--- src/rtl/sdr_pkg.sv ---
// Shared types and constants of the six-axis dead-zone reporter.
// No dependencies.
package sdr_pkg;

  localparam int VEC_W  = 19;
  localparam int CFG_W  = 10;
  localparam int CODE_W = 10;
  localparam int RAW_W  = 16;
  localparam int ACT_W  = 3;
  localparam int MAG_W  = 10;
  localparam int T_W    = 25;  // 100 * |component|
  localparam int ACC_W  = 52;  // sum of three squares of T_W
  localparam int ROOT_W = 26;
  localparam int REM_W  = 29;

  localparam int VEC_MAX = 262143;
  localparam int VEC_MIN = -262144;
  localparam int MAG_MAX = 1023;
  localparam int MAG_SCALE = 100;
  localparam int BUTTON_MAG = 100;

  typedef logic signed [VEC_W-1:0] vec_t;

  typedef enum logic [1:0] {
    KIND_SYNC = 2'd0,
    KIND_REL  = 2'd1,
    KIND_KEY  = 2'd2,
    KIND_MISC = 2'd3
  } kind_e;

  typedef enum logic [ACT_W-1:0] {
    ACT_MOVE   = 3'd3,
    ACT_ROTATE = 3'd4,
    ACT_BUTTON = 3'd5
  } action_e;

  typedef enum logic [2:0] {
    AX_X  = 3'd0,
    AX_Y  = 3'd1,
    AX_Z  = 3'd2,
    AX_RX = 3'd3,
    AX_RY = 3'd4,
    AX_RZ = 3'd5
  } axis_e;

  localparam logic [CODE_W-1:0] KEY_BUTTON0 = 10'd256;

  typedef enum logic {
    CFG_DEADZONE   = 1'b0,
    CFG_FULL_SCALE = 1'b1
  } cfg_idx_e;

  typedef enum logic [6:0] {
    S_IDLE  = 7'b0000001,
    S_DIV   = 7'b0000010,
    S_APPLY = 7'b0000100,
    S_LOAD  = 7'b0001000,
    S_MUL   = 7'b0010000,
    S_SQRT  = 7'b0100000,
    S_OUT   = 7'b1000000
  } state_e;

  // saturate a one-bit-wider signed sum into the vector range
  function automatic vec_t sat_vec(input logic signed [VEC_W:0] v);
    vec_t r;
    if (v[VEC_W] != v[VEC_W-1]) r = v[VEC_W] ? vec_t'(VEC_MIN) : vec_t'(VEC_MAX);
    else r = v[VEC_W-1:0];
    return r;
  endfunction

endpackage

--- src/rtl/sdr_if.sv ---
// Handshake channels for events in and reports out.
// Depends on sdr_pkg.
interface sdr_evt_if import sdr_pkg::*; ();
  logic              valid;
  logic              ready;
  logic [1:0]        kind;
  logic [CODE_W-1:0] code;
  logic signed [RAW_W-1:0] axis_value;
  logic              link_up;
  modport source (output valid, kind, code, axis_value, link_up, input ready);
  modport sink   (input valid, kind, code, axis_value, link_up, output ready);
endinterface

interface sdr_res_if import sdr_pkg::*; ();
  logic             valid;
  logic             ready;
  logic [ACT_W-1:0] action;
  vec_t             vec_x;
  vec_t             vec_y;
  vec_t             vec_z;
  logic [MAG_W-1:0] magnitude;
  logic             last;
  modport source (output valid, action, vec_x, vec_y, vec_z, magnitude, last, input ready);
  modport sink   (input valid, action, vec_x, vec_y, vec_z, magnitude, last, output ready);
endinterface

--- src/rtl/six_axis_deadzone_reporter_core.sv ---
// Six-axis dead-zone reporter: one event at a time through a shared sequencer.
// Axis event: 10+FRAC_BITS divider steps, then the apply step (no divide if full_scale <= deadzone).
// Report: per result a load, the multiplier passes over three components, 26 root steps, then hand-off.
// Key: button 0 goes straight to the output register. Ready only while idle.
// Reset (async, active low): deadzone 20, full_scale 350, vectors and flags zero.
module six_axis_deadzone_reporter_core
  import sdr_pkg::*;
#(
  parameter int FRAC_BITS = 15
) (
  input  logic             clk_i,
  input  logic             rst_ni,
  input  logic             cfg_we_i,
  input  logic             cfg_idx_i,
  input  logic [CFG_W-1:0] cfg_data_i,
  sdr_evt_if.sink          evt_i,
  sdr_res_if.source        res_o
);

  localparam int NW  = CFG_W + FRAC_BITS;
  localparam int CW  = (NW > VEC_W + 1) ? NW : VEC_W + 1;
  localparam int DCW = $clog2(NW);
  localparam int SCW = $clog2(ROOT_W);

  state_e state_q, state_d;

  logic [CFG_W-1:0] dz_q, fs_q;
  vec_t mx_q, my_q, mz_q, rx_q, ry_q, rz_q;
  logic mv_pend_q, rot_pend_q;

  logic [2:0]       axis_q;
  logic             neg_q;
  logic [NW-1:0]    num_q;
  logic [CFG_W:0]   rem_q;
  logic [CFG_W-1:0] dvs_q;
  logic [DCW-1:0]   dcnt_q;

  logic       mv_todo_q, rot_todo_q;
  logic [1:0] rot_idx_q;
  vec_t       cx_q, cy_q, cz_q;
  logic [ACT_W-1:0] act_q;
  logic       last_q;
  logic [MAG_W-1:0] mag_q;

  logic [1:0]       comp_q, ph_q;
  logic [T_W-1:0]   t_q;
  logic [2*T_W-1:0] sq_q;
  logic [ACC_W-1:0] acc_q, rad_q;
  logic [ROOT_W-1:0] root_q;
  logic [REM_W-1:0]  srem_q;
  logic [SCW-1:0]    scnt_q;

  // datapath helpers
  logic [CFG_W:0]  rem_sh;
  logic            dbit;
  logic [15:0]     amag;
  logic [CFG_W-1:0] lim;
  logic            in_dz;
  logic [CW-1:0]   q_ext;
  vec_t            s_v;
  logic signed [VEC_W:0] sum_x, dif_y, dif_z;
  vec_t            csel;
  logic [VEC_W-1:0] cabs;
  logic [T_W-1:0]  mul_a, mul_b;
  logic [2*T_W-1:0] prod;
  logic [ACC_W-1:0] acc_n;
  logic [REM_W-1:0] srem_sh, trial;
  logic [ROOT_W-1:0] root_n, root_mag;
  logic [REM_W-1:0]  srem_n;

  assign evt_i.ready     = (state_q == S_IDLE);
  assign res_o.valid     = (state_q == S_OUT);
  assign res_o.action    = act_q;
  assign res_o.vec_x     = cx_q;
  assign res_o.vec_y     = cy_q;
  assign res_o.vec_z     = cz_q;
  assign res_o.magnitude = mag_q;
  assign res_o.last      = last_q;

  always_comb begin
    amag = evt_i.axis_value[RAW_W-1] ? 16'(-evt_i.axis_value) : 16'(evt_i.axis_value);
    in_dz = (amag <= 16'(dz_q));
    lim = (amag > 16'(fs_q)) ? fs_q : amag[CFG_W-1:0];

    rem_sh = {rem_q[CFG_W-1:0], num_q[NW-1]};
    dbit   = (rem_sh >= {1'b0, dvs_q});

    q_ext = CW'(num_q);
    if (neg_q) begin
      s_v = (q_ext >= CW'(-VEC_MIN)) ? vec_t'(VEC_MIN) : -vec_t'(q_ext[VEC_W-1:0]);
    end else begin
      s_v = (q_ext > CW'(VEC_MAX)) ? vec_t'(VEC_MAX) : vec_t'(q_ext[VEC_W-1:0]);
    end
    sum_x = {mx_q[VEC_W-1], mx_q} + {s_v[VEC_W-1], s_v};
    dif_y = {my_q[VEC_W-1], my_q} - {s_v[VEC_W-1], s_v};
    dif_z = {mz_q[VEC_W-1], mz_q} - {s_v[VEC_W-1], s_v};

    case (comp_q)
      2'd0:    csel = cx_q;
      2'd1:    csel = cy_q;
      default: csel = cz_q;
    endcase
    cabs = csel[VEC_W-1] ? VEC_W'(-csel) : VEC_W'(csel);
    // shared multiplier: first 100*|c|, then its square
    mul_a = (ph_q == 2'd0) ? T_W'(cabs) : t_q;
    mul_b = (ph_q == 2'd0) ? T_W'(MAG_SCALE) : t_q;
    prod  = mul_a * mul_b;
    acc_n = acc_q + ACC_W'(sq_q);

    srem_sh = {srem_q[REM_W-3:0], rad_q[ACC_W-1 -: 2]};
    trial   = {1'b0, root_q, 2'b01};
    if (srem_sh >= trial) begin
      srem_n = srem_sh - trial;
      root_n = {root_q[ROOT_W-2:0], 1'b1};
    end else begin
      srem_n = srem_sh;
      root_n = {root_q[ROOT_W-2:0], 1'b0};
    end
    root_mag = root_n >> FRAC_BITS;
  end

  always_comb begin
    state_d = state_q;
    unique case (state_q)
      S_IDLE: begin
        if (evt_i.valid && evt_i.link_up) begin
          case (evt_i.kind)
            KIND_SYNC: if (mv_pend_q || rot_pend_q) state_d = S_LOAD;
            KIND_REL:  if (!in_dz && evt_i.code <= CODE_W'(AX_RZ)) begin
              state_d = (fs_q > dz_q) ? S_DIV : S_APPLY;
            end
            KIND_KEY:  if (evt_i.code == KEY_BUTTON0) state_d = S_OUT;
            default:   state_d = S_IDLE;
          endcase
        end
      end
      S_DIV:   if (dcnt_q == DCW'(NW - 1)) state_d = S_APPLY;
      S_APPLY: state_d = S_IDLE;
      S_LOAD:  state_d = S_MUL;
      S_MUL:   if (ph_q == 2'd2 && comp_q == 2'd2) state_d = S_SQRT;
      S_SQRT:  if (scnt_q == SCW'(ROOT_W - 1)) state_d = S_OUT;
      S_OUT:   if (res_o.ready) state_d = (mv_todo_q || rot_todo_q) ? S_LOAD : S_IDLE;
      default: state_d = S_IDLE;
    endcase
  end

  always_ff @(posedge clk_i or negedge rst_ni) begin
    if (!rst_ni) begin
      state_q    <= S_IDLE;
      dz_q       <= CFG_W'(20);
      fs_q       <= CFG_W'(350);
      mx_q       <= '0;
      my_q       <= '0;
      mz_q       <= '0;
      rx_q       <= '0;
      ry_q       <= '0;
      rz_q       <= '0;
      mv_pend_q  <= 1'b0;
      rot_pend_q <= 1'b0;
      mv_todo_q  <= 1'b0;
      rot_todo_q <= 1'b0;
      rot_idx_q  <= '0;
      dcnt_q     <= '0;
      scnt_q     <= '0;
      comp_q     <= '0;
      ph_q       <= '0;
    end else begin
      state_q <= state_d;
      if (cfg_we_i) begin
        unique case (cfg_idx_i)
          CFG_DEADZONE:   dz_q <= cfg_data_i;
          CFG_FULL_SCALE: fs_q <= cfg_data_i;
          default: ;
        endcase
      end
      unique case (state_q)
        S_IDLE: begin
          if (evt_i.valid) begin
            if (!evt_i.link_up) begin
              mx_q <= '0;
              my_q <= '0;
              mz_q <= '0;
              mv_pend_q  <= 1'b0;
              rot_pend_q <= 1'b0;
            end else if (evt_i.kind == KIND_SYNC) begin
              mv_todo_q  <= mv_pend_q;
              rot_todo_q <= rot_pend_q;
              rot_idx_q  <= '0;
              mv_pend_q  <= 1'b0;
              rot_pend_q <= 1'b0;
            end else if (evt_i.kind == KIND_REL) begin
              if (in_dz) begin
                mv_pend_q  <= 1'b1;
                rot_pend_q <= 1'b1;
              end
              dcnt_q <= '0;
            end
          end
        end
        S_DIV:  dcnt_q <= dcnt_q + 1'b1;
        S_APPLY: begin
          case (axis_q)
            AX_X:  begin mx_q <= sat_vec(sum_x); mv_pend_q <= 1'b1; end
            AX_Y:  begin my_q <= sat_vec(dif_y); mv_pend_q <= 1'b1; end
            AX_Z:  begin mz_q <= sat_vec(dif_z); mv_pend_q <= 1'b1; end
            AX_RX: begin rx_q <= s_v; rot_pend_q <= 1'b1; end
            AX_RY: begin ry_q <= s_v; rot_pend_q <= 1'b1; end
            default: begin rz_q <= s_v; rot_pend_q <= 1'b1; end
          endcase
        end
        S_LOAD: begin
          comp_q <= '0;
          ph_q   <= '0;
          if (mv_todo_q) begin
            mv_todo_q <= 1'b0;
            mx_q <= '0;
            my_q <= '0;
            mz_q <= '0;
          end else begin
            rot_idx_q <= rot_idx_q + 1'b1;
            if (rot_idx_q == 2'd2) rot_todo_q <= 1'b0;
          end
        end
        S_MUL: begin
          if (ph_q == 2'd2) begin
            ph_q   <= '0;
            comp_q <= comp_q + 1'b1;
            scnt_q <= '0;
          end else begin
            ph_q <= ph_q + 1'b1;
          end
        end
        S_SQRT: scnt_q <= scnt_q + 1'b1;
        default: ;
      endcase
    end
  end

  // payload and datapath registers
  always_ff @(posedge clk_i) begin
    unique case (state_q)
      S_IDLE: begin
        axis_q <= evt_i.code[2:0];
        neg_q  <= evt_i.axis_value[RAW_W-1];
        rem_q  <= '0;
        dvs_q  <= fs_q - dz_q;
        if (fs_q > dz_q) num_q <= NW'(lim - dz_q) << FRAC_BITS;
        else num_q <= NW'(1) << FRAC_BITS;
        cx_q   <= '0;
        cy_q   <= '0;
        cz_q   <= '0;
        act_q  <= ACT_BUTTON;
        mag_q  <= MAG_W'(BUTTON_MAG);
        last_q <= 1'b1;
      end
      S_DIV: begin
        rem_q <= dbit ? (rem_sh - {1'b0, dvs_q}) : rem_sh;
        num_q <= {num_q[NW-2:0], dbit};
      end
      S_LOAD: begin
        acc_q <= '0;
        if (mv_todo_q) begin
          cx_q   <= mx_q;
          cy_q   <= my_q;
          cz_q   <= mz_q;
          act_q  <= ACT_MOVE;
          last_q <= !rot_todo_q;
        end else begin
          cx_q   <= (rot_idx_q == 2'd0) ? rx_q : '0;
          cy_q   <= (rot_idx_q == 2'd1) ? ry_q : '0;
          cz_q   <= (rot_idx_q == 2'd2) ? rz_q : '0;
          act_q  <= ACT_ROTATE;
          last_q <= (rot_idx_q == 2'd2);
        end
      end
      S_MUL: begin
        case (ph_q)
          2'd0:    t_q <= prod[T_W-1:0];
          2'd1:    sq_q <= prod;
          default: begin
            acc_q  <= acc_n;
            rad_q  <= acc_n;
            root_q <= '0;
            srem_q <= '0;
          end
        endcase
      end
      S_SQRT: begin
        rad_q  <= {rad_q[ACC_W-3:0], 2'b00};
        root_q <= root_n;
        srem_q <= srem_n;
        mag_q  <= (root_mag > ROOT_W'(MAG_MAX)) ? MAG_W'(MAG_MAX) : root_mag[MAG_W-1:0];
      end
      default: ;
    endcase
  end

endmodule

--- src/flat_wrapper.sv ---
// flat-port wrapper written by rule: the top's interface ports become plain ports
module six_axis_deadzone_reporter_core_flat import sdr_pkg::*;
#(
  parameter int FRAC_BITS = 15
)
  (clk_i, rst_ni, cfg_we_i, cfg_idx_i, cfg_data_i, evt_i_valid, evt_i_kind, evt_i_code, evt_i_axis_value, evt_i_link_up, evt_i_ready, res_o_valid, res_o_action, res_o_vec_x, res_o_vec_y, res_o_vec_z, res_o_magnitude, res_o_last, res_o_ready);
  sdr_evt_if evt_i_i ();
  sdr_res_if res_o_i ();
  input  logic clk_i;
  input  logic rst_ni;
  input  logic cfg_we_i;
  input  logic cfg_idx_i;
  input  logic [CFG_W-1:0] cfg_data_i;
  input wire logic [$bits(evt_i_i.valid)-1:0] evt_i_valid;
  input wire logic [$bits(evt_i_i.kind)-1:0] evt_i_kind;
  input wire logic [$bits(evt_i_i.code)-1:0] evt_i_code;
  input wire logic [$bits(evt_i_i.axis_value)-1:0] evt_i_axis_value;
  input wire logic [$bits(evt_i_i.link_up)-1:0] evt_i_link_up;
  output wire logic [$bits(evt_i_i.ready)-1:0] evt_i_ready;
  output wire logic [$bits(res_o_i.valid)-1:0] res_o_valid;
  output wire logic [$bits(res_o_i.action)-1:0] res_o_action;
  output wire logic [$bits(res_o_i.vec_x)-1:0] res_o_vec_x;
  output wire logic [$bits(res_o_i.vec_y)-1:0] res_o_vec_y;
  output wire logic [$bits(res_o_i.vec_z)-1:0] res_o_vec_z;
  output wire logic [$bits(res_o_i.magnitude)-1:0] res_o_magnitude;
  output wire logic [$bits(res_o_i.last)-1:0] res_o_last;
  input wire logic [$bits(res_o_i.ready)-1:0] res_o_ready;
  assign evt_i_i.valid = evt_i_valid;
  assign evt_i_i.kind = evt_i_kind;
  assign evt_i_i.code = evt_i_code;
  assign evt_i_i.axis_value = evt_i_axis_value;
  assign evt_i_i.link_up = evt_i_link_up;
  assign evt_i_ready = evt_i_i.ready;
  assign res_o_valid = res_o_i.valid;
  assign res_o_action = res_o_i.action;
  assign res_o_vec_x = res_o_i.vec_x;
  assign res_o_vec_y = res_o_i.vec_y;
  assign res_o_vec_z = res_o_i.vec_z;
  assign res_o_magnitude = res_o_i.magnitude;
  assign res_o_last = res_o_i.last;
  assign res_o_i.ready = res_o_ready;
  six_axis_deadzone_reporter_core #(.FRAC_BITS(FRAC_BITS)) u_core (.clk_i(clk_i), .rst_ni(rst_ni), .cfg_we_i(cfg_we_i), .cfg_idx_i(cfg_idx_i), .cfg_data_i(cfg_data_i), .evt_i(evt_i_i), .res_o(res_o_i));
endmodule
--- config.mk ---
export PLATFORM = sky130hd
export DESIGN_NAME = six_axis_deadzone_reporter_core_flat
export DESIGN_NICKNAME = d
export VERILOG_FILES = /design/src/rtl/sdr_pkg.sv /design/src/rtl/sdr_if.sv /design/src/rtl/six_axis_deadzone_reporter_core.sv /design/src/flat_wrapper.sv
export SDC_FILE = /design/constraint.sdc
export NUM_CORES = 2
export LEC_CHECK = 0
export BUFFER_PORTS_ARGS = -buffer_cell sky130_fd_sc_hd__buf_4
export CORE_MARGIN = 3
export CORE_UTILIZATION = 50
export CTS_CLUSTER_SIZE = 30
export DETAILED_ROUTE_END_ITERATION = 10
export HOLD_SLACK_MARGIN = 0.06
export PLACE_DENSITY = 0.67
export SLEW_MARGIN = 10
export SYNTH_ARGS = -nofsm -noshare
export SYNTH_HDL_FRONTEND = slang
export SYNTH_SLANG_ARGS = --single-unit
--- constraint.sdc ---
create_clock -name clk_i -period 22.3 [get_ports clk_i]
set_clock_uncertainty 0.15 [all_clocks]
set_input_delay 5.575 -clock clk_i [delete_from_list [all_inputs] [get_ports clk_i]]
set_output_delay 5.575 -clock clk_i [all_outputs]
set_load 0.05 [all_outputs]
==> metrics.log <==
[metrics] Post-Syn Nets: 6322
[metrics] routed wire length: 134 mm
[metrics] Netlist cell types: 93
[metrics] post-synthesis to final-layout area growth: 8.21%
[metrics] Chip Width: 323 um
[metrics] startpoint types: flop
[metrics] worst stage delay on the critical path: 0.85 ns
[metrics] GRT Resource Usage Total: 0.259
[metrics] number of buffers inserted by port buffering: 117
[metrics] Post-Synthesis Mean Instance Area: 9.36 um2
[metrics] most used standard cells in the synthesized netlist: sky130_fd_sc_hd__inv_1 (914), sky130_fd_sc_hd__nand2_1 (589), sky130_fd_sc_hd__fa_1 (523), sky130_fd_sc_hd__ha_1 (379), sky130_fd_sc_hd__edfxtp_1 (352)
[metrics] fillers: 8905
[metrics] most common cell in the synthesized netlist: sky130_fd_sc_hd__inv_1
[metrics] Storage cell area: ~0.015 mm2
[metrics] average wire length per cell after detail routing: 20.0 um
[metrics] final count of hold timing violations: 0
[metrics] TritonCTS sink count: 513
[metrics] leading cell types by total area after synthesis: sky130_fd_sc_hd__edfxtp_1 (21%), sky130_fd_sc_hd__fa_1 (21%), sky130_fd_sc_hd__ha_1 (9.4%)
[metrics] routed vias/inst: roughly 5.7
[metrics] count of inserted antenna diode cells: 0
[metrics] buffer count from post-CTS setup fixing: 0
[metrics] status: finished, final reports clean
[metrics] full die area: about 0.10 mm2
[metrics] via count: 38100
[metrics] hold buffer count at cts: 0
[metrics] Required @ worst endpoint: roughly 23 ns
[metrics] Area after DPL: 0.0524 mm2
[metrics] fraction of layout instances using a drive strength above 1: 0.0674
[metrics] GPL Wtd Cong: around 0.9
[metrics] count of TritonRoute iterations in the first routing pass: 6
[metrics] Hold Path Cell Cnt: 2
[metrics] path depth of the worst reg2reg path: 31
[metrics] Initial Util: 0.507
[metrics] relative slew slack: 0.187
[metrics] final setup TNS: 0 ns
[metrics] largest net degree at the start of global routing: 97
[metrics] slowest cell on the critical path: sky130_fd_sc_hd__a21oi_1
[metrics] Die Height: 323 um
[metrics] placed wire-length estimate after detailed placement: approximately 100 mm
[metrics] # Max-Cap Violations: 0
[metrics] worst skew pair latency: 0.68 ns
[metrics] R2R Path Start: u_core.comp_q[0]
[metrics] gate count after technology mapping: between 5000 and 6000
[metrics] worst-case clock buffer depth: 3
[metrics] Yosys top cell area share: 0.210
[metrics] FF-to-FF setup slack: about 12 ns
[metrics] placeable core area: 0.0991 mm2
[metrics] share of the clock period used by the worst path after layout: 0.481
[metrics] GRT Residual Overflow: 0
[metrics] total non-filler cell area in the finished layout: 0.0544 mm2
[metrics] number of top-level design ports: between 100 and 150
[metrics] library cell appearing most often on the critical path: sky130_fd_sc_hd__fa_1
[metrics] clock tree from TritonCTS: done
[metrics] data arrival time at the worst-slack endpoint: 10.95 ns
[metrics] synth warn: 0
[metrics] DRC violation count after routing: 0
[metrics] primary flip-flop cell chosen by synthesis mapping: sky130_fd_sc_hd__edfxtp_1
[metrics] setup violation total in the final timing report: 0
[metrics] maximum frequency from static timing analysis: 93.2 MHz
[metrics] total number of H-tree levels: 2
[metrics] unrepaired setup endpoints after global routing: no
[metrics] max-slew violation count: 0
[metrics] top cell type by total area after synthesis: sky130_fd_sc_hd__edfxtp_1
[metrics] number of enable-type register cells in the synthesized netlist: about 350
[metrics] Final Critical Period: 10.72 ns
[metrics] share of flip-flops with an asynchronous set or reset: 0.314
[metrics] area of the multi-input gates: 0.0314 mm2
[metrics] Final Net Count: 6313
[metrics] start point of the worst hold path: u_core.rx_q[2]
[metrics] count of standard-cell rows: 115
[metrics] antenna violations before repair: 4
[metrics] synthesized area: 0.0503 mm2
[metrics] Setup crit end kind: flop
[metrics] clock buffer count from CTS: between 50 and 60
[metrics] part of the Yosys area used for sequential elements: 0.290
[metrics] measured slew at the worst slew-check pin: between 1 and 1.5 ns
[metrics] wire length of the first global-routing pass: 213 mm
[metrics] CTS-repair resized insts: 0
[metrics] kind of critical path: reg -> reg
[metrics] path category of the worst min-delay check: reg -> reg
[metrics] clock slew at the register clock pins of the worst setup and hold paths: 0.06 ns
[metrics] via count of the first global-routing pass: 38400
[metrics] buffer cell driving the clock tree root: sky130_fd_sc_hd__clkbuf_16
[metrics] post-synthesis register bit count: a little over 500
[metrics] Iter 0 DRT Violations: 2804
[metrics] end of the worst hold path: u_core.rx_q[2]
[metrics] endpoint of the most critical register-to-register path: u_core.sq_q[47]
[metrics] post-route ant nets: 0
[metrics] top fanout value on the critical path: 21
kinds of logic (layout without fill, tap and decap cells):
| kind of cell | Yosys count | count (layout) | synth area share |
|---|---|---|---|
| multiplexers | 44 | 44 | 0.00910 |
| AO/OA/AOI/OAI | 1044 | 1044 | 0.132 |
| flip-flops | 513 | 513 | 0.290 |
| XOR/XNOR | 205 | 205 | 0.0357 |
| buffers and inverters | 1162 | 1203 | 0.0874 |
| adder cells (fa/ha/maj) | 903 | 903 | 0.303 |
| AND/OR/NAND/NOR | 1504 | 1504 | 0.142 |
registers in the layout, summed over array words and instances (netlist names), 25 cells and up:
name and cells:
u_core.num_q 25, u_core.rad_q 52, u_core.root_q 26, u_core.acc_q 52
u_core.srem_q 27, u_core.t_q 25, u_core.sq_q 50
layer usage:
layer	global-route usage	wire length, um	vias to the layer above
li1	-	-	17900
met2	0.419	61600	1214
met3	0.0410	9080	278
met4	0.0864	4800	2
met5	0	11	-
met1	0.357	58400	18700
cell type report:
class | count | area share
Multi-Input combinational cell | 3700 | 0.576
Sequential cell | 513 | 0.268
Inverter | 915 | 0.0631
Tap cell | 1287 | 0.0296
Clock buffer | 69 | 0.0283
Timing Repair Buffer | 178 | 0.0246
Clock inverter | 41 | 0.00979
placed cells by master (no fill, tap or decap), drive strengths merged, types with 49 or more instances in the layout:
master,instances
a21o,97
a21oi,262
a22o,73
and2,58
and3,223
buf,178
clkbuf,69
dfrtp,152
edfxtp,352
fa,523
ha,379
inv,917
nand2,590
nand3,50
nor2,313
nor3,49
o21ai,334
xnor2,132
xor2,73
worst max path at each step:
stage | start | to | slack (ns) | depth (start not counted)
2_1_floorplan | evt_i_axis_value[2] | u_core.num_q[23] | 12.27 | 23
3_3_place_gp | evt_i_axis_value[2] | u_core.num_q[23] | 11.68 | 23
3_5_place_dp | u_core.comp_q[0] | u_core.sq_q[47] | 11.58 | 31
4_1_cts | u_core.comp_q[0] | u_core.sq_q[47] | 11.53 | 31
5_1_grt | u_core.comp_q[0] | u_core.sq_q[47] | 11.00 | 33
6_report | u_core.comp_q[0] | u_core.sq_q[47] | 11.58 | 31
per-stage QoR:
stage | hold WS, ns | cells | worst slack, ns | utilization
2_1_floorplan | 0.300 | 5375 | 12.27 | -
3_3_place_gp | 0.312 | 6593 | 11.68 | 0.528
3_5_place_dp | 0.321 | 6593 | 11.58 | 0.528
4_1_cts | 0.335 | 6703 | 11.53 | 0.549
5_1_grt | 0.355 | 6703 | 11.00 | 0.549
6_report | 0.331 | 6703 | 11.58 | 0.549
critical path, delay by kind of cell (launching register included):
kind | cells | cell delay, ns
adders and majority gates | 9 | 4.56
AOI/OAI and AO/OA | 9 | 3.26
and+or+nand+nor | 7 | 1.53
DFF | 1 | 0.40
buffers and inverters | 5 | 0.29
xor gates and xnor gates | 1 | 0.18
Power is not shown: default switching activity piles up to over one toggle a cycle in this logic, so the estimate is an artifact.
